**src/hdl/fftr_pkg.sv**
```systemverilog
// fftr_pkg: shared constants, types and the sine rom builder of the twiddle rotator
// used by every module of the block; depends on nothing
package fftr_pkg;

   localparam int MAX_DIMS         = 3;
   localparam int NUM_SETUP        = 3;
   localparam int SINE_TABLE_DEPTH = 1024;
   localparam int ROM_AW           = $clog2(SINE_TABLE_DEPTH + 1);
   localparam int TI_W             = $clog2(SINE_TABLE_DEPTH) + 2;
   localparam int DIM_W            = (MAX_DIMS > 1) ? $clog2(MAX_DIMS) : 1;

   localparam int SAMPLE_W = 24;
   localparam int SETUP_W  = 48;
   localparam int ND_W     = 2;
   localparam int IDX_W    = 12;
   localparam int ELEMS_W  = 12;
   localparam int PROCS_W  = 8;
   localparam int LOC_W    = 8;
   localparam int JOBS_W   = 12;
   localparam int PIDX_W   = 8;
   localparam int PHASE_W  = 16;
   localparam int MOD_W    = ELEMS_W + PROCS_W;
   localparam int DVD_W    = MOD_W + PHASE_W;
   localparam int SIN_W    = 24;

   localparam logic [1:0] CSR_NUM_DIMS   = 2'd0;
   localparam logic [1:0] CSR_DIM0_SETUP = 2'd1;
   localparam logic [1:0] CSR_DIM1_SETUP = 2'd2;
   localparam logic [1:0] CSR_DIM2_SETUP = 2'd3;

   // (2n+2)*(2n+3) for each term of the series
   localparam longint unsigned TAYLOR_DIV [12] = '{
      64'd6, 64'd20, 64'd42, 64'd72, 64'd110, 64'd156,
      64'd210, 64'd272, 64'd342, 64'd420, 64'd506, 64'd600
   };

   typedef struct packed {
      logic [ND_W-1:0]                   num_dims;
      logic [NUM_SETUP-1:0][SETUP_W-1:0] setup;
   } cfg_type;

   typedef struct packed {
      logic [SAMPLE_W-1:0] re;
      logic [SAMPLE_W-1:0] im;
   } sample_type;

   typedef struct packed {
      logic             start;
      logic [DVD_W-1:0] dividend;
      logic [MOD_W-1:0] divisor;
   } div_req_type;

   typedef struct packed {
      logic             done;
      logic [DVD_W-1:0] quot;
      logic [MOD_W-1:0] rem;
   } div_rsp_type;

   typedef logic [SIN_W-1:0] sine_rom_type [0:SINE_TABLE_DEPTH];

   // q30 taylor series of sin over a quarter wave, truncating at each step
   function automatic sine_rom_type build_sine_rom();
      sine_rom_type rom;
      longint unsigned x;
      longint unsigned x2;
      longint unsigned term;
      longint unsigned v;
      longint sum;
      for (int i = 0; i <= SINE_TABLE_DEPTH; i++) begin
         x    = (64'd1686629713 * longint'(i)) / SINE_TABLE_DEPTH;
         x2   = (x * x) >> 30;
         term = x;
         sum  = 0;
         for (int n = 0; n < 12; n++) begin
            if (n % 2 == 1) sum = sum - longint'(term);
            else            sum = sum + longint'(term);
            term = ((term * x2) >> 30) / TAYLOR_DIV[n];
         end
         if (sum < 0) sum = 0;
         v = ((longint'(sum) << 23) + (64'd1 << 29)) >> 30;
         if (v > 64'd8388608) v = 64'd8388608;
         rom[i] = v[SIN_W-1:0];
      end
      return rom;
   endfunction

endpackage

```
**src/hdl/fftr_div.sv**
```systemverilog
// fftr_div: bit-serial restoring divider, one quotient bit per cycle
// depends on fftr_pkg
module fftr_div (
   input  logic                  clock,
   input  logic                  reset,
   input  fftr_pkg::div_req_type req,
   output fftr_pkg::div_rsp_type rsp
);
   import fftr_pkg::*;

   localparam int CNT_W = $clog2(DVD_W);

   logic             busy_ff, busy_in, done_ff, done_in;
   logic [CNT_W-1:0] cnt_ff, cnt_in;
   logic [DVD_W-1:0] quo_ff, quo_in;
   logic [MOD_W-1:0] rem_ff, rem_in, dsr_ff, dsr_in;
   logic [MOD_W:0]   shifted, diff;
   logic             ge;

   always_comb begin
      shifted = {rem_ff, quo_ff[DVD_W-1]};
      ge      = (shifted >= {1'b0, dsr_ff});
      diff    = shifted - {1'b0, dsr_ff};
      busy_in = busy_ff;
      done_in = 1'b0;
      cnt_in  = cnt_ff;
      quo_in  = quo_ff;
      rem_in  = rem_ff;
      dsr_in  = dsr_ff;
      if (busy_ff) begin
         quo_in = {quo_ff[DVD_W-2:0], ge};
         rem_in = ge ? diff[MOD_W-1:0] : shifted[MOD_W-1:0];
         cnt_in = cnt_ff + 1'b1;
         if (cnt_ff == CNT_W'(DVD_W - 1)) begin
            busy_in = 1'b0;
            done_in = 1'b1;
         end
      end else if (req.start) begin
         busy_in = 1'b1;
         cnt_in  = '0;
         quo_in  = req.dividend;
         rem_in  = '0;
         dsr_in  = req.divisor;
      end
   end

   always_ff @(posedge clock) begin
      if (reset) begin
         busy_ff <= 1'b0;
         done_ff <= 1'b0;
      end else begin
         busy_ff <= busy_in;
         done_ff <= done_in;
      end
   end

   always_ff @(posedge clock) begin
      cnt_ff <= cnt_in;
      quo_ff <= quo_in;
      rem_ff <= rem_in;
      dsr_ff <= dsr_in;
   end

   assign rsp.done = done_ff;
   assign rsp.quot = quo_ff;
   assign rsp.rem  = rem_ff;

endmodule

```
**config.mk**
```make
export PLATFORM = sky130hd
export DESIGN_NAME = fftr_div
export DESIGN_NICKNAME = d
export VERILOG_FILES = /design/src/hdl/fftr_pkg.sv /design/src/hdl/fftr_div.sv
export SDC_FILE = /design/constraint.sdc
export NUM_CORES = 1
export LEC_CHECK = 0
export ABC_AREA = 1
export BUFFER_PORTS_ARGS = -buffer_cell sky130_fd_sc_hd__buf_2
export CAP_MARGIN = 20
export CORE_ASPECT_RATIO = 2
export CORE_MARGIN = 2
export CORE_UTILIZATION = 44
export CTS_BUF_LIST = sky130_fd_sc_hd__clkbuf_8
export DETAILED_ROUTE_END_ITERATION = 12
export PLACE_DENSITY = 0.81
export SLEW_MARGIN = 40
export SYNTH_ARGS = -nofsm -noshare
export SYNTH_HDL_FRONTEND = slang
export SYNTH_SLANG_ARGS = --single-unit
```
**constraint.sdc**
```tcl
create_clock -name clock -period 2.45 [get_ports clock]
set_input_delay 0.1225 -clock clock [delete_from_list [all_inputs] [get_ports clock]]
set_output_delay 0.1225 -clock clock [all_outputs]
set_load 0.005 [all_outputs]
```
# [After elaboration in Yosys (flattened, before gate mapping)]
# Index checks and enable logic that the tools add are counted.
[op_classes] n_mux=11 order_cmp=1 addsub=2 eq_ne=1 bitwise_logic=1 n_reduce_logical=3
[ops] cell="36-bit 2-to-1 mux" count=2
[ops] cell="20-bit 2-to-1 mux" count=3
[ops] cell="21-bit by 20-bit >= comparator with 1-bit output" count=1
[ops] cell="20-bit subtractor" count=1
[ops] cell="6-bit 2-to-1 mux" count=2
[ops] cell="6-bit by 1-bit adder with 6-bit output, second input constant" count=1
[ops] cell="6-bit equality test, second input constant" count=1
[ops] cell="1-bit 2-to-1 mux" count=4
[ops] cell="2-bit AND reduction" count=1
[ops] cell="2-bit nonzero test" count=1
[ops] cell="2-bit OR reduction" count=1
[ops] cell="1-bit NOT" count=1
[totals] output_inout_bits=57 register_bits=84

# [Longest topological paths before layout]
[logic_depth] depth_word=3 depth_mapped=15 depth_no_buf=15

# [Worst setup path after synthesis]
# No wires, ideal clock.
[synth_path] kind="reg2reg" start="register busy_ff" end="register cnt_ff[0], enable pin" t_required_ps=1771 path_buffers=2 arrival_ps=1891 stages_incl_launch_ff=5 setup_slack_ps=-120 path_cell_list="dfxtp_1 clkbuf_1 inv_1 clkbuf_1 nand2_1"
[synth_between] elab_chain_len=1
[synth_lines] element="start: declaration" line="fftr_div.sv:13" source="logic busy_ff, busy_in, done_ff, done_in;"
[synth_lines] element="start signal: assignment" line="fftr_div.sv:52" source="busy_ff <= busy_in;"
[synth_lines] element="2-bit nonzero test (no line)"
[synth_lines] element="end signal: assignment" line="fftr_div.sv:58" source="cnt_ff <= cnt_in;"
[synth_lines] element="end: declaration" line="fftr_div.sv:14" source="logic [CNT_W-1:0] cnt_ff, cnt_in;"
# Every way passes these cells.
# A chain may end at the register's enable or synchronous reset.

# [Final worst setup path]
[layout_path] start="register rem_ff[2]" end="register rem_ff[4] (data pin)"
[layout_between] elab_chain_len=3
[layout_lines] element="start: declaration" line="fftr_div.sv:16" source="logic [MOD_W-1:0] rem_ff, rem_in, dsr_ff, dsr_in;"
[layout_lines] element="start signal: assignment" line="fftr_div.sv:60" source="rem_ff <= rem_in;"
[layout_lines] element="20-bit subtractor or 21-bit by 20-bit >= comparator with 1-bit output (tied branches)" line="fftr_div.sv:23, fftr_div.sv:22"
[layout_lines] element="20-bit 2-to-1 mux *" line="fftr_div.sv:32" source="rem_in = ge ? diff[MOD_W-1:0] : shifted[MOD_W-1:0];"
[layout_lines] element="20-bit 2-to-1 mux *" line="fftr_div.sv:30" source="if (busy_ff) begin"
# Every way passes the cells marked *; elsewhere a longest branch is shown, timed or not.

==> run metrics <==
status finished, final reports clean; Arr. time, crit path 2.45 ns; critical path peak fanout 21; post-synthesis instance total ~600; fmax 433.6 MHz; critical path cell sequence ha_1 > nand2_1 > inv_1 > nand2_1 > nand3_2 > nand2_1 > nand2_2 > nand2_4 > nand2_8 > buf_4 > o21ai_1 > nor2_2; sequential power share 0.424; first-pass GRT wire length 21.12 mm; Post-synth EDFFs between 80 and 90; Nets ~840; Final period util 0.9414; RSZ-0062 raised after global routing false; Worst slew margin 0.5765; # rows 55; Via density 4.770; Yosys top cell by area edfxtp_1; io pins around 120; Synth top cells by count 242 x nand2_1, 89 x inv_1, 82 x edfxtp_1, 44 x nor2_1; first-pass detailed-route iteration total 5; ys flop type edfxtp_1; Slew Limit Fails 0; slowest stage cell, crit path edfxtp_1; routed length per instance between 10 and 15 um; CP startpoint rem_ff[2]; number of port buffers 115; Mapped Area ~0.0050 sq mm; die area around 0.012 sq mm; grt ovf 0; Synthesized Nets 684; post-synthesis sequential area ratio 0.4996; H-tree depth 3; WP buf/inv 2; CTS tree done; # diodes 0; Clock Latency Late Sink about 0.38 ns; synth unique cells 35; max cap viols 0; Clock Sinks between 80 and 90; Tmin final about 2.3 ns; part of the power in combinational logic 0.343; Starting Density 0.4465; Most Frequent Cell on Critical Path nand2_1; post-route ant nets 0; Critical Path Source Type register; Synth Register Bits between 80 and 90; top cell type's share of synthesized area 0.4916; setup ws final between 0.1 and 0.15 ns; Post-CTS Setup Inserts 0; Crit Reg-Reg Startpoint rem_ff[2]; Final setup viols 0; delay-heaviest family, CP simple AND/OR/NAND/NOR gates; Fillers between 1k and 1.5k; DRT iter0 DRCs 199; switching power 0.001627 W; drc violations 0; Post-synth ARST share 0; Min-Delay Path Class input pin to register; critical path type register to register; GPL Wtd Cong ~0.93; most common cell in the synthesized netlist nand2_1; static leakage 3.237 nW; initial antenna violation count 0; internal power roughly 0.0029 W; share of total power in the clock network 0.233; Total Wirelength 12.90 mm; Die W approximately 79 um; CP peak stage delay roughly 0.41 ns; Design Power ~0.0045 W; Layout area overhead 26.06%; Core Area 0.01122 sq mm; Pwr Density between 700 and 800 mW/mm^2; largest net degree at the start of global routing 61; Ys Warns 0; top cells by area, synth edfxtp_1 49%, nand2_1 18%, inv_1 6.7%; final hold vios 0; setup_tns 0 ns; Worst-path clk slew roughly 0.09 ns; Place WS roughly 0.086 ns; Required @ worst endpoint around 2.6 ns; Clock Path Buffers 2; skew final roughly 0.014 ns; worst slew pin tran 0.6352 ns; worst vdd ir between 0.0004 and 0.0005 V; layout cells sized above 1 0.2411; CTS root buf clkbuf_8; vias in the first global route around 4.5k; post-detail-place hpwl 9.430 mm; Synth Area per Inst roughly 8.3 sq um; HP Start req[54]; CTS Buf Count 9; Vias between 4k and 5k; endpoint class of the critical path register; Sw Share 0.3628; DIE HEIGHT around 150 um; Total GRT Usage 0.2237
==> cells in the final DEF (no fill, tap or decap), types with 3 or more instances in the layout <==
cell,synthesis,final
o21ai_1,11,11
inv_2,3,3
ha_4,0,3
nand2_1,242,241
nor2_1,44,42
inv_1,89,90
nor2_4,7,7
o21ai_0,4,4
buf_2,2,115
clkbuf_8,0,9
nor2_2,11,13
nand3_1,21,21
nand2_2,6,7
xnor2_1,4,4
ha_1,21,17
nand3b_1,3,3
dlygate4sd3_1,0,34
a21oi_1,14,14
edfxtp_1,82,82
xor2_1,7,7
buf_4,1,5
nand3_2,4,4
==> state kept, by name, summed over array words and instances, names as in the netlist <==
name	count
dsr_ff	20
cnt_ff	6
rem_ff	20
done_ff	1
quo_ff	36
busy_ff	1
==> layout make-up <==
class	count	area, sq um	share of cell area
clock buffer	9	123.9	0.01962
clock inverter	7	75.07	0.01189
inverter	93	351.6	0.05569
multi-input combinational	411	2108	0.3339
sequential	84	2504	0.3966
tap	142	177.7	0.02814
timing repair buffer	155	973.4	0.1542
==> timing repair <==
item,in CTS,in global routing
hold buffers,34,0
hold endpoints to repair,34,0
resized for setup,0,5
endpoints found under the setup margin,0,16
==> through the flow <==
step           hold WS, ns  utilization  cell area [sq um]  cells
2_1_floorplan       0.1949            -               5011    603
3_3_place_gp        0.2885       0.5110               5732    851
3_5_place_dp        0.2972       0.5110               5732    851
4_1_cts          0.0006306       0.5591               6271    901
5_1_grt            0.02680       0.5629               6314    901
6_report           0.01330       0.5629               6314    901
==> layer usage <==
metal,up-vias,wire length (um),GRT usage
li1,2189,-,-
met1,1922,4670,0.2348
met2,158,6928,0.4090
met3,29,761,0.04930
met4,0,542,0.1092
met5,-,0,0
==> power by group through the flow <==
| stage | logic (W) | registers, W | clock network, W |
|---|---|---|---|
| 6_report | 0.00154 | 0.00190 | 0.00105 |
| 5_1_grt | 0.00172 | 0.00193 | 0.00110 |
| 4_1_cts | 0.00152 | 0.00190 | 0.00106 |
| 3_3_place_gp | 0.00145 | 0.00192 | 0 |
| 2_1_floorplan | 0.00106 | 0.00192 | 0 |
| 3_5_place_dp | 0.00147 | 0.00192 | 0 |
==> kinds of logic after synthesis <==
group,count (synthesis),share of synthesized area
xor gates and xnor gates,11,0.01924
and+or+nand+nor,346,0.3003
buffers and inverters,108,0.08893
adders and majority gates,22,0.05646
DFF,84,0.4996
AOI/OAI and AO/OA,32,0.03548
==> worst min-delay path: stages <==
cell and delay [ns]:
buf_2 0.07, nand2_1 0.04, nand2_1 0.05
==> final timing paths <==
check             slack, ns          to  cells after the start
setup / recovery       0.14   rem_ff[4]                     12
hold / removal         0.01  quo_ff[34]                      3
setup reg to reg       0.14   rem_ff[4]                     12
hold reg to reg        0.56  quo_ff[30]                      2
Power figures use the tool's default switching activity.
