File: src/hdl/fftr_pkg.sv
// fftr_pkg: shared constants, types and the sine rom builder of the twiddle rotator
// used by every module of the block; depends on nothing
package fftr_pkg;

   localparam int MAX_DIMS         = 3;
   localparam int NUM_SETUP        = 3;
   localparam int SINE_TABLE_DEPTH = 1024;
   localparam int ROM_AW           = $clog2(SINE_TABLE_DEPTH + 1);
   localparam int TI_W             = $clog2(SINE_TABLE_DEPTH) + 2;
   localparam int DIM_W            = (MAX_DIMS > 1) ? $clog2(MAX_DIMS) : 1;

   localparam int SAMPLE_W = 24;
   localparam int SETUP_W  = 48;
   localparam int ND_W     = 2;
   localparam int IDX_W    = 12;
   localparam int ELEMS_W  = 12;
   localparam int PROCS_W  = 8;
   localparam int LOC_W    = 8;
   localparam int JOBS_W   = 12;
   localparam int PIDX_W   = 8;
   localparam int PHASE_W  = 16;
   localparam int MOD_W    = ELEMS_W + PROCS_W;
   localparam int DVD_W    = MOD_W + PHASE_W;
   localparam int SIN_W    = 24;

   localparam logic [1:0] CSR_NUM_DIMS   = 2'd0;
   localparam logic [1:0] CSR_DIM0_SETUP = 2'd1;
   localparam logic [1:0] CSR_DIM1_SETUP = 2'd2;
   localparam logic [1:0] CSR_DIM2_SETUP = 2'd3;

   // (2n+2)*(2n+3) for each term of the series
   localparam longint unsigned TAYLOR_DIV [12] = '{
      64'd6, 64'd20, 64'd42, 64'd72, 64'd110, 64'd156,
      64'd210, 64'd272, 64'd342, 64'd420, 64'd506, 64'd600
   };

   typedef struct packed {
      logic [ND_W-1:0]                   num_dims;
      logic [NUM_SETUP-1:0][SETUP_W-1:0] setup;
   } cfg_type;

   typedef struct packed {
      logic [SAMPLE_W-1:0] re;
      logic [SAMPLE_W-1:0] im;
   } sample_type;

   typedef struct packed {
      logic             start;
      logic [DVD_W-1:0] dividend;
      logic [MOD_W-1:0] divisor;
   } div_req_type;

   typedef struct packed {
      logic             done;
      logic [DVD_W-1:0] quot;
      logic [MOD_W-1:0] rem;
   } div_rsp_type;

   typedef logic [SIN_W-1:0] sine_rom_type [0:SINE_TABLE_DEPTH];

   // q30 taylor series of sin over a quarter wave, truncating at each step
   function automatic sine_rom_type build_sine_rom();
      sine_rom_type rom;
      longint unsigned x;
      longint unsigned x2;
      longint unsigned term;
      longint unsigned v;
      longint sum;
      for (int i = 0; i <= SINE_TABLE_DEPTH; i++) begin
         x    = (64'd1686629713 * longint'(i)) / SINE_TABLE_DEPTH;
         x2   = (x * x) >> 30;
         term = x;
         sum  = 0;
         for (int n = 0; n < 12; n++) begin
            if (n % 2 == 1) sum = sum - longint'(term);
            else            sum = sum + longint'(term);
            term = ((term * x2) >> 30) / TAYLOR_DIV[n];
         end
         if (sum < 0) sum = 0;
         v = ((longint'(sum) << 23) + (64'd1 << 29)) >> 30;
         if (v > 64'd8388608) v = 64'd8388608;
         rom[i] = v[SIN_W-1:0];
      end
      return rom;
   endfunction

endpackage

File: src/hdl/fftr_front.sv
// fftr_front: input word queue between the request port and the rotation engine
// depends on fftr_pkg
module fftr_front (
   input  logic                clock,
   input  logic                reset,
   input  logic                push,
   output logic                full,
   input  fftr_pkg::sample_type push_data,
   output logic                empty,
   input  logic                pop,
   output fftr_pkg::sample_type head
);
   import fftr_pkg::*;

   localparam int DEPTH = 4;
   localparam int PTR_W = $clog2(DEPTH);

   sample_type         mem_ff [DEPTH];
   logic [PTR_W-1:0]   wr_ff, wr_in, rd_ff, rd_in;
   logic [PTR_W:0]     cnt_ff, cnt_in;
   logic               do_push, do_pop;

   assign full    = (cnt_ff == (PTR_W + 1)'(DEPTH));
   assign empty   = (cnt_ff == '0);
   assign do_push = push && !full;
   assign do_pop  = pop && !empty;
   assign head    = mem_ff[rd_ff];

   always_comb begin
      wr_in  = do_push ? wr_ff + 1'b1 : wr_ff;
      rd_in  = do_pop ? rd_ff + 1'b1 : rd_ff;
      cnt_in = cnt_ff + (PTR_W + 1)'(do_push) - (PTR_W + 1)'(do_pop);
   end

   always_ff @(posedge clock) begin
      if (reset) begin
         wr_ff  <= '0;
         rd_ff  <= '0;
         cnt_ff <= '0;
      end else begin
         wr_ff  <= wr_in;
         rd_ff  <= rd_in;
         cnt_ff <= cnt_in;
      end
   end

   always_ff @(posedge clock) begin
      if (do_push) begin
         mem_ff[wr_ff] <= push_data;
      end
   end

endmodule

File: config.mk
export PLATFORM = sky130hd
export DESIGN_NAME = fftr_front
export DESIGN_NICKNAME = d
export VERILOG_FILES = /design/src/hdl/fftr_pkg.sv /design/src/hdl/fftr_front.sv
export SDC_FILE = /design/constraint.sdc
export NUM_CORES = 1
export LEC_CHECK = 0
export ABC_CLOCK_PERIOD_IN_PS = 8400
export CAP_MARGIN = 20
export CORE_MARGIN = 2
export CORE_UTILIZATION = 30
export DETAILED_ROUTE_END_ITERATION = 8
export DONT_BUFFER_PORTS = 1
export GPL_TIMING_DRIVEN = 0
export PLACE_DENSITY = 0.55
export SETUP_SLACK_MARGIN = 0.05
export SYNTH_ARGS = -nofsm -noshare
export SYNTH_HDL_FRONTEND = slang
export SYNTH_SLANG_ARGS = --single-unit
File: constraint.sdc
create_clock -name clock -period 8.4 [get_ports clock]
set_clock_uncertainty 0.2 [all_clocks]
set_input_delay 2.52 -clock clock [delete_from_list [all_inputs] [get_ports clock]]
set_output_delay 2.52 -clock clock [all_outputs]
set_load 0.02 [all_outputs]
* Yosys cells after proc, flatten, opt, wreduce, memory -nomap -nowiden
Memories as Yosys holds them, arrays and structs flattened. A register that Yosys moved wholly into a read port is not among the register bits.
Cells that the tools add are included.
** Operators by class
- $add $sub $neg :: 4
- Eq/ne operators :: 1
- Muxes and demuxes :: 4
- Reductions and logical operators :: 5
** Operator list (number)
- adder 2 x 1 -> 2 bit, second input constant :: 2
- 2-to-1 mux 2 bit :: 2
- adder 3 x 1 -> 3 bit :: 1
- == test 3 bit, second input constant :: 1
- logical NOT 3 bit :: 1
- subtractor 3 x 1 -> 3 bit :: 1
- logical AND 1 bit :: 2
- logical NOT 1 bit :: 2
- 2-to-1 mux 1 bit :: 2
** Word-level totals
- Register bits :: 7
- Memory bits (writable) :: 192
- Word-level logic and storage cells :: 18
- Memories kept :: 1
** Memory list
- mem_ff :: depth 4, width 48, read ports 1, clocked after memory_dff 1, wr ports 1, RTL line fftr_front.sv:18 : sample_type mem_ff [DEPTH];

* Depth between registers and ports, before layout
Gate-level depths: netlist of the first run.
- Word-level depth :: 5
- Mapped depth :: 10

* Least setup slack after synthesis of the first run
OpenSTA, ideal clock, no wires.
- Path kind :: input port to flip-flop
- Start point :: input push
- End point :: memory mem_ff[0][0] in the netlist's numbering (enable)
- Setup time :: 0.410 ns
- Data arrival time :: 3.933 ns
- Data required time :: 7.790 ns
- Path slack :: 3.857 ns
- Stages :: 3
- Path buffers :: 0
- Path through :: inv_1 nor2_2 and2_1
** On the way
- Word-level cells in the longest chain between the ends :: 3
** RTL lines
- start: declaration :: RTL line fftr_front.sv:6 : input logic push,
- logical AND 1 bit :: RTL line fftr_front.sv:25 : assign do_push = push && !full;
- 2-to-1 mux 1 bit :: RTL line fftr_front.sv:48 : if (do_push) begin
- 2-to-1 mux 1 bit (not written as such) :: RTL line fftr_front.sv:49 : mem_ff[wr_ff] <= push_data;
- end: declaration :: RTL line fftr_front.sv:18
No other way between the ends.

==> results of run 1 <==
[report_power, final]
group	internal, mW	leakage [nW]	switching (mW)
clock network	0.557	0.333	0.362
registers	1.21	1.83	0.0267
logic	0.213	0.447	0.356
[kinds of logic after synthesis]
family | Yosys count
mux | 49
compound gates | 5
xor+xnor | 3
simple gates | 17
flops | 201
fa+ha+maj | 7
buf+inv | 19
[cells in the mapped netlist, drive strengths merged]
| cell type | instances | area share |
|---|---|---|
| nor2b | 2 | 0.0017 |
| fa | 1 | 0.0027 |
| o21ai | 2 | 0.0014 |
| and2 | 4 | 0.0034 |
| o31ai | 1 | 0.0010 |
| inv | 8 | 0.0041 |
| nand2 | 1 | 0.00051 |
| ha | 6 | 0.010 |
| nor3 | 1 | 0.00068 |
| clkbuf | 3 | 0.0015 |
| or3 | 2 | 0.0017 |
| nor3b | 1 | 0.0010 |
| mux4 | 48 | 0.15 |
| dfxtp | 9 | 0.024 |
| edfxtp | 192 | 0.78 |
| xnor2 | 2 | 0.0024 |
| mux2i | 1 | 0.0014 |
| a21oi | 2 | 0.0014 |
| nand2b | 2 | 0.0017 |
| nor2 | 4 | 0.0024 |
| xor2 | 1 | 0.0012 |
| buf | 8 | 0.0086 |
[worst max-delay path: stages, from the launching register on]
cell	delay, ns
dfxtp_1	0.35
buf_2	0.34
buf_2	0.36
mux4_2	0.45
[metrics by stage]
| step | power, mW | cell area (um2) | setup slack [ns] |
|---|---|---|---|
| finish | 2.72 | 8490 | 3.68 |
| global placement | 1.84 | 7790 | 2.77 |
| global route | 2.85 | 8490 | 3.57 |
| CTS | 2.78 | 8490 | 3.58 |
| detailed placement | 1.85 | 7800 | 3.85 |
| floorplan | 1.72 | 7390 | 3.86 |
[state kept, by name, summed over array words and instances (netlist names), named ones only]
signal,cells
wr_ff,2
mem_ff,192
rd_ff,2
cnt_ff,3
[final cells by class]
cell class | count | area [um2]
multi-input cells | 81 | 1350
well taps | 324 | 405
flip-flops and latches | 201 | 5950
fillers | 2255 | 15800
plain buffers | 11 | 75.1
clock buffers | 27 | 591
inverters | 8 | 30.0
clock inverters | 10 | 101
[final timing paths]
path | slack (ns) | to | startpoint | cells past startpoint
max | 3.68 | head[22] | flip-flop | 3
min | 0.31 | flip-flop | rd_ff[1]$_SDFFE_PP0P_ | 2
max reg2reg | 5.41 | cnt_ff[2]$_SDFF_PP0_ | cnt_ff[2]$_SDFF_PP0_ | 10
min reg2reg | 0.31 | flip-flop | rd_ff[1]$_SDFFE_PP0P_ | 2
[layer usage]
layer | vias up | track usage | share of wire
met3 | 22 | 0.0380 | 0.079
met5 | - | 0 | 0
li1 | 1304 | - | -
met1 | 1565 | 0.122 | 0.39
met2 | 91 | 0.185 | 0.51
met4 | 0 | 0.0345 | 0.019
==> results.json, run 1 <==
{
  "synth_mux_area_frac": 0.148,
  "dp_cells": 625,
  "arrival_ns": 2.00,
  "nNetsFinal": 384,
  "relSlewSlack": 0.324,
  "syn_inst": 301,
  "antenna_found_initial": 0,
  "gp_congestion": 0.673,
  "post-cts-setup-buffers": 0,
  "synth.avg_cell_area_um2": 24.5,
  "gr-total-overflow": 0,
  "drc": 0,
  "synth_area_um2": 7390,
  "seq_area_frac_synth": 0.805,
  "drive_above_1_share": 0.269,
  "cts.sinks": 201,
  "utilization": 0.350,
  "yosysWarningCount": 0,
  "fin_tns_setup_ns": 0,
  "hold_viol": 0,
  "synth_compound_area_frac": 0.00373,
  "postCtsResizedCells": 0,
  "clkLatencyLatePin_ns": 0.50,
  "powerDensity_nw_per_um2": 320,
  "htree_levels": 1,
  "die_h_um": 161,
  "routed_via_density": 4.50,
  "finalSetupViolCount": 0,
  "min_period_ns": 4.72,
  "core-area_um2": 24200,
  "leakagePower_nw": 2.61,
  "hp-class": "flip-flop to flip-flop",
  "dr_total_vias": 2982,
  "dp_hpwl_mm": 7.90,
  "max_freq_mhz": 212,
  "drt-pass1-iter-count": 4,
  "stdcell_count": 662,
  "drv_cap": 0,
  "num_rows": 57,
  "final_cell_mix": "edfxtp_1 (192), mux4_2 (48), clkbuf_16 (23)",
  "clockRootBuffer": "clkbuf_16",
  "yosys.area_share.simple": 0.0130,
  "routed_wl_mm": 13.7,
  "syn_nets": 360,
  "antennaDiodeCount": 0,
  "endpoint_kind": "primary output",
  "track_usage": 0.106,
  "ant_nets": 0,
  "synth_cell_types": 25,
  "rsz0062_at_grt": "false",
  "ctsHoldBuffers": 0,
  "synth_top_family_by_area": "multiplexers",
  "final.period_utilization": 0.561,
  "grt_pass1_wl_mm": 20.5,
  "cts_tree": "yes",
  "io_pins": 102,
  "port_buffers": 0,
  "ys_ff_latch": 201,
  "status": "finished clean",
  "drt-initial-drc-count": 173,
  "synth_xor_area_frac": 0.00356,
  "die_area_um2": 25900,
  "grt_max_degree": 49,
  "final_common_cell": "edfxtp_1",
  "clk_pin_slew_ns": 0.06,
  "cp_max_fo": 10,
  "synthAdderAreaFrac": 0.0129,
  "first_global_vias": 3353,
  "holdWs_ns": 0.306,
  "crit_required_ns": 5.68,
  "die_w_um": 161,
  "criticalPathCategory": "flip-flop to primary output",
  "cts_buffers": 22,
  "clk_path_buf_depth": 3,
  "areaGrowthSynthToFinish_pct": 15.0,
  "ir_drop_v": 0.000145,
  "slew_viol_final": 0,
  "worst_pin_slew_ns": 1.01,
  "start_util": 0.305,
  "post_drt_wl_per_cell_um": 20.7,
  "crit_path_start_kind": "flip-flop"
}
No activity file was read; power rests on OpenSTA's default activity.
==> run 2: changes to the inputs <==
Settings changed: ABC_AREA set to 1, ABC_CLOCK_PERIOD_IN_PS 8400 to 3900, PLACE_DENSITY 0.55 to 0.56.
Clock period 8.4 ns to 3.9 ns, I/O delays scaled along.
==> run 2 against run 1 <==
Effect of this change:
- sequential share of layout area decreased by 4.0 points
- combinational power rose to 2.7 times the previous value
- die area increased by 3.6%
- first-iteration DRC count is 96% higher
- register-to-register slack lost 3.9 ns
- final cell count is 37% higher
- hold slack lost 0.020 ns
- wire length up 37%
- largest power group unchanged
==> results.json, run 2 <==
{
  "status": "finished clean",
  "post-cts-setup-buffers": 0,
  "antennaDiodeCount": 0,
  "endpoint_kind": "primary output",
  "top_layer": "met4",
  "routed_wl_mm": 18.7,
  "synth_cell_types": 22,
  "final_cell_mix": "edfxtp_1 (192), nor2_1 (96), o21ai_0 (87)",
  "first_global_vias": 4648,
  "sequentialPowerShare": 0.426,
  "drt-pass1-iter-count": 4,
  "ys_top_cells_by_area": "edfxtp_1 (75%), o21ai_0 (5.7%), nor2_1 (4.9%), o22ai_1 (3.9%), dfxtp_1 (2.4%)",
  "arrival_ns": 2.10,
  "grt_pass1_wl_mm": 27.6,
  "ys_ff_latch": 201,
  "routed-wl-met3_mm": 1.53,
  "yosysWarningCount": 0,
  "htree_levels": 1,
  "cts.sinks": 201,
  "synth_edf_count": 192,
  "nNetsFinal": 625,
  "areaGrowthSynthToFinish_pct": 17.5,
  "dp_hpwl_mm": 11.8,
  "powerDensity_nw_per_um2": 701,
  "crit_required_ns": 2.53,
  "core-area_um2": 25100,
  "worstHoldStart": "rd_ff[0]$_SDFFE_PP0P_",
  "stdcell_count": 909,
  "final.period_utilization": 0.890,
  "worst_slack_ns": 0.427,
  "p_switching_mw": 2.02,
  "synth_top_cell_area_share": 0.752,
  "slew_viol_final": 0,
  "synthArstFlopShare": 0,
  "synth.avg_cell_area_um2": 14.3,
  "ctsHoldBuffers": 0,
  "crit_path_top_delay_cell": "o22ai_1",
  "io_pins": 102,
  "die_w_um": 164,
  "finalSetupViolCount": 0,
  "combinationalPowerShare": 0.241,
  "cp_max_fo": 10,
  "drive_above_1_share": 0.143,
  "min_delay_path_depth": 2,
  "fillers": 2411,
  "port_buffers": 0,
  "pwr-share-clk": 0.333,
  "regToRegEndpoint": "cnt_ff[2]$_SDFF_PP0_",
  "drv_cap": 0,
  "gr-total-overflow": 0,
  "gp_congestion": 0.712,
  "dp_cells": 871,
  "hp-class": "flip-flop to flip-flop",
  "min_period_ns": 3.47,
  "met1_length_mm": 7.07,
  "dr_total_vias": 4429,
  "cts_tree": "yes",
  "cp_slowest_stage_delay_ns": 0.48,
  "holdPathEnd": "rd_ff[0]$_SDFFE_PP0P_",
  "clk_pin_slew_ns": 0.06,
  "cp_cell_sequence": "inv_2 > clkbuf_1 > o21ai_0 > o22ai_1",
  "num_rows": 58,
  "worst_pin_slew_ns": 0.836,
  "ir_drop_v": 0.000329,
  "syn_nets": 593,
  "largestRegisters": "mem_ff: 192 flops, cnt_ff: 3 flops",
  "seq_area_frac_synth": 0.776,
  "dr_wl_met2_mm": 9.79,
  "clk_path_buf_depth": 3,
  "synth_common_cells": "edfxtp_1 (192), nor2_1 (100), o21ai_0 (87), o22ai_1 (48), inv_1 (18)",
  "synth_flop_cell": "edfxtp_1",
  "internal-power_mw": 4.30,
  "start_util": 0.305,
  "syn_inst": 534,
  "rr_startpoint": "cnt_ff[1]$_SDFF_PP0_",
  "rsz0062_at_grt": "false",
  "relSlewSlack": 0.441,
  "drc": 0,
  "r2r_setup_slack_ns": 1.48,
  "drt-initial-drc-count": 339,
  "largest_register_ffs": 192,
  "synth_area_um2": 7660,
  "p_total_mw": 6.32,
  "postCtsResizedCells": 0,
  "p_sw_frac": 0.320,
  "ant_nets": 0,
  "leakagePower_nw": 2.98,
  "post_drt_wl_per_cell_um": 20.6,
  "max_freq_mhz": 288,
  "die_area_um2": 26800,
  "criticalPathCategory": "flip-flop to primary output",
  "utilization": 0.359,
  "synth.most_common_cell": "edfxtp_1",
  "place_ws_ns": 0.837,
  "routed_via_density": 4.87,
  "clockRootBuffer": "clkbuf_16",
  "ff2ff_path_depth": 10,
  "crit_path_start_kind": "flip-flop",
  "final_common_cell": "edfxtp_1",
  "regMostFlops": "mem_ff",
  "hold_viol": 0,
  "grt_max_degree": 26,
  "die_h_um": 164,
  "clkLatencyLatePin_ns": 0.50,
  "track_usage": 0.139,
  "antenna_found_initial": 0,
  "yosysTopAreaCell": "edfxtp_1",
  "cts_buffers": 23
}
## run 2: final cells by class
class	instances	area, um2	area share
buffer	31	233	0.0258
clock buffer	26	587	0.0652
clock inverter	12	151	0.0168
inverter	20	80.1	0.00889
multi-input combinational	282	1430	0.159
sequential	201	5950	0.660
tap	330	413	0.0458
timing repair buffer	7	163	0.0181
## run 2: how the worst max path moves through the flow
stage | depth (start not counted) | end | start
after global placement | 2 | mem_ff[0][21]$_DFFE_PP_ | push
after floorplan | 2 | mem_ff[0][0]$_DFFE_PP_ | push
final | 4 | head[3] | flip-flop
after CTS | 4 | head[10] | flip-flop
after detailed placement | 3 | mem_ff[3][16]$_DFFE_PP_ | push
after global routing | 4 | head[9] | flip-flop
## run 2: critical path: cells and delay by family (launching register included)
kind,cells,cell delay [ns]
DFF,1,0.37
buffers and inverters,2,0.54
AOI/OAI and AO/OA,2,0.68
## run 2: metal layers
metal  track usage  up-vias
met5             0        -
met4        0.0363        0
met3        0.0457       23
met2         0.255      158
met1         0.154     2209
li1              -     2039
## run 2: cell families after synthesis
family          Yosys count  synth area share
flops                   201             0.776
buf+inv                  51            0.0408
fa+ha+maj                 7            0.0124
compound gates          149             0.105
simple gates            126            0.0656
## run 2: power by group through the flow
stage               registers (mW)  logic (mW)  clock network, mW
floorplan                     2.73        1.06                  0
global placement              2.76        1.44                  0
detailed placement            2.74        1.56                  0
CTS                           2.69        1.57               2.17
global route                  2.71        1.67               2.26
finish                        2.69        1.52               2.10
## run 2: stage by stage
stage                     setup TNS (ns)  cell area [um2]  hold WS [ns]
after detailed placement               0             8270         0.278
after CTS                              0             9010         0.293
after floorplan                   -11.07             7660         0.248
after global routing                   0             9010         0.314
final                                  0             9010         0.286
after global placement           -383.12             8080         0.264
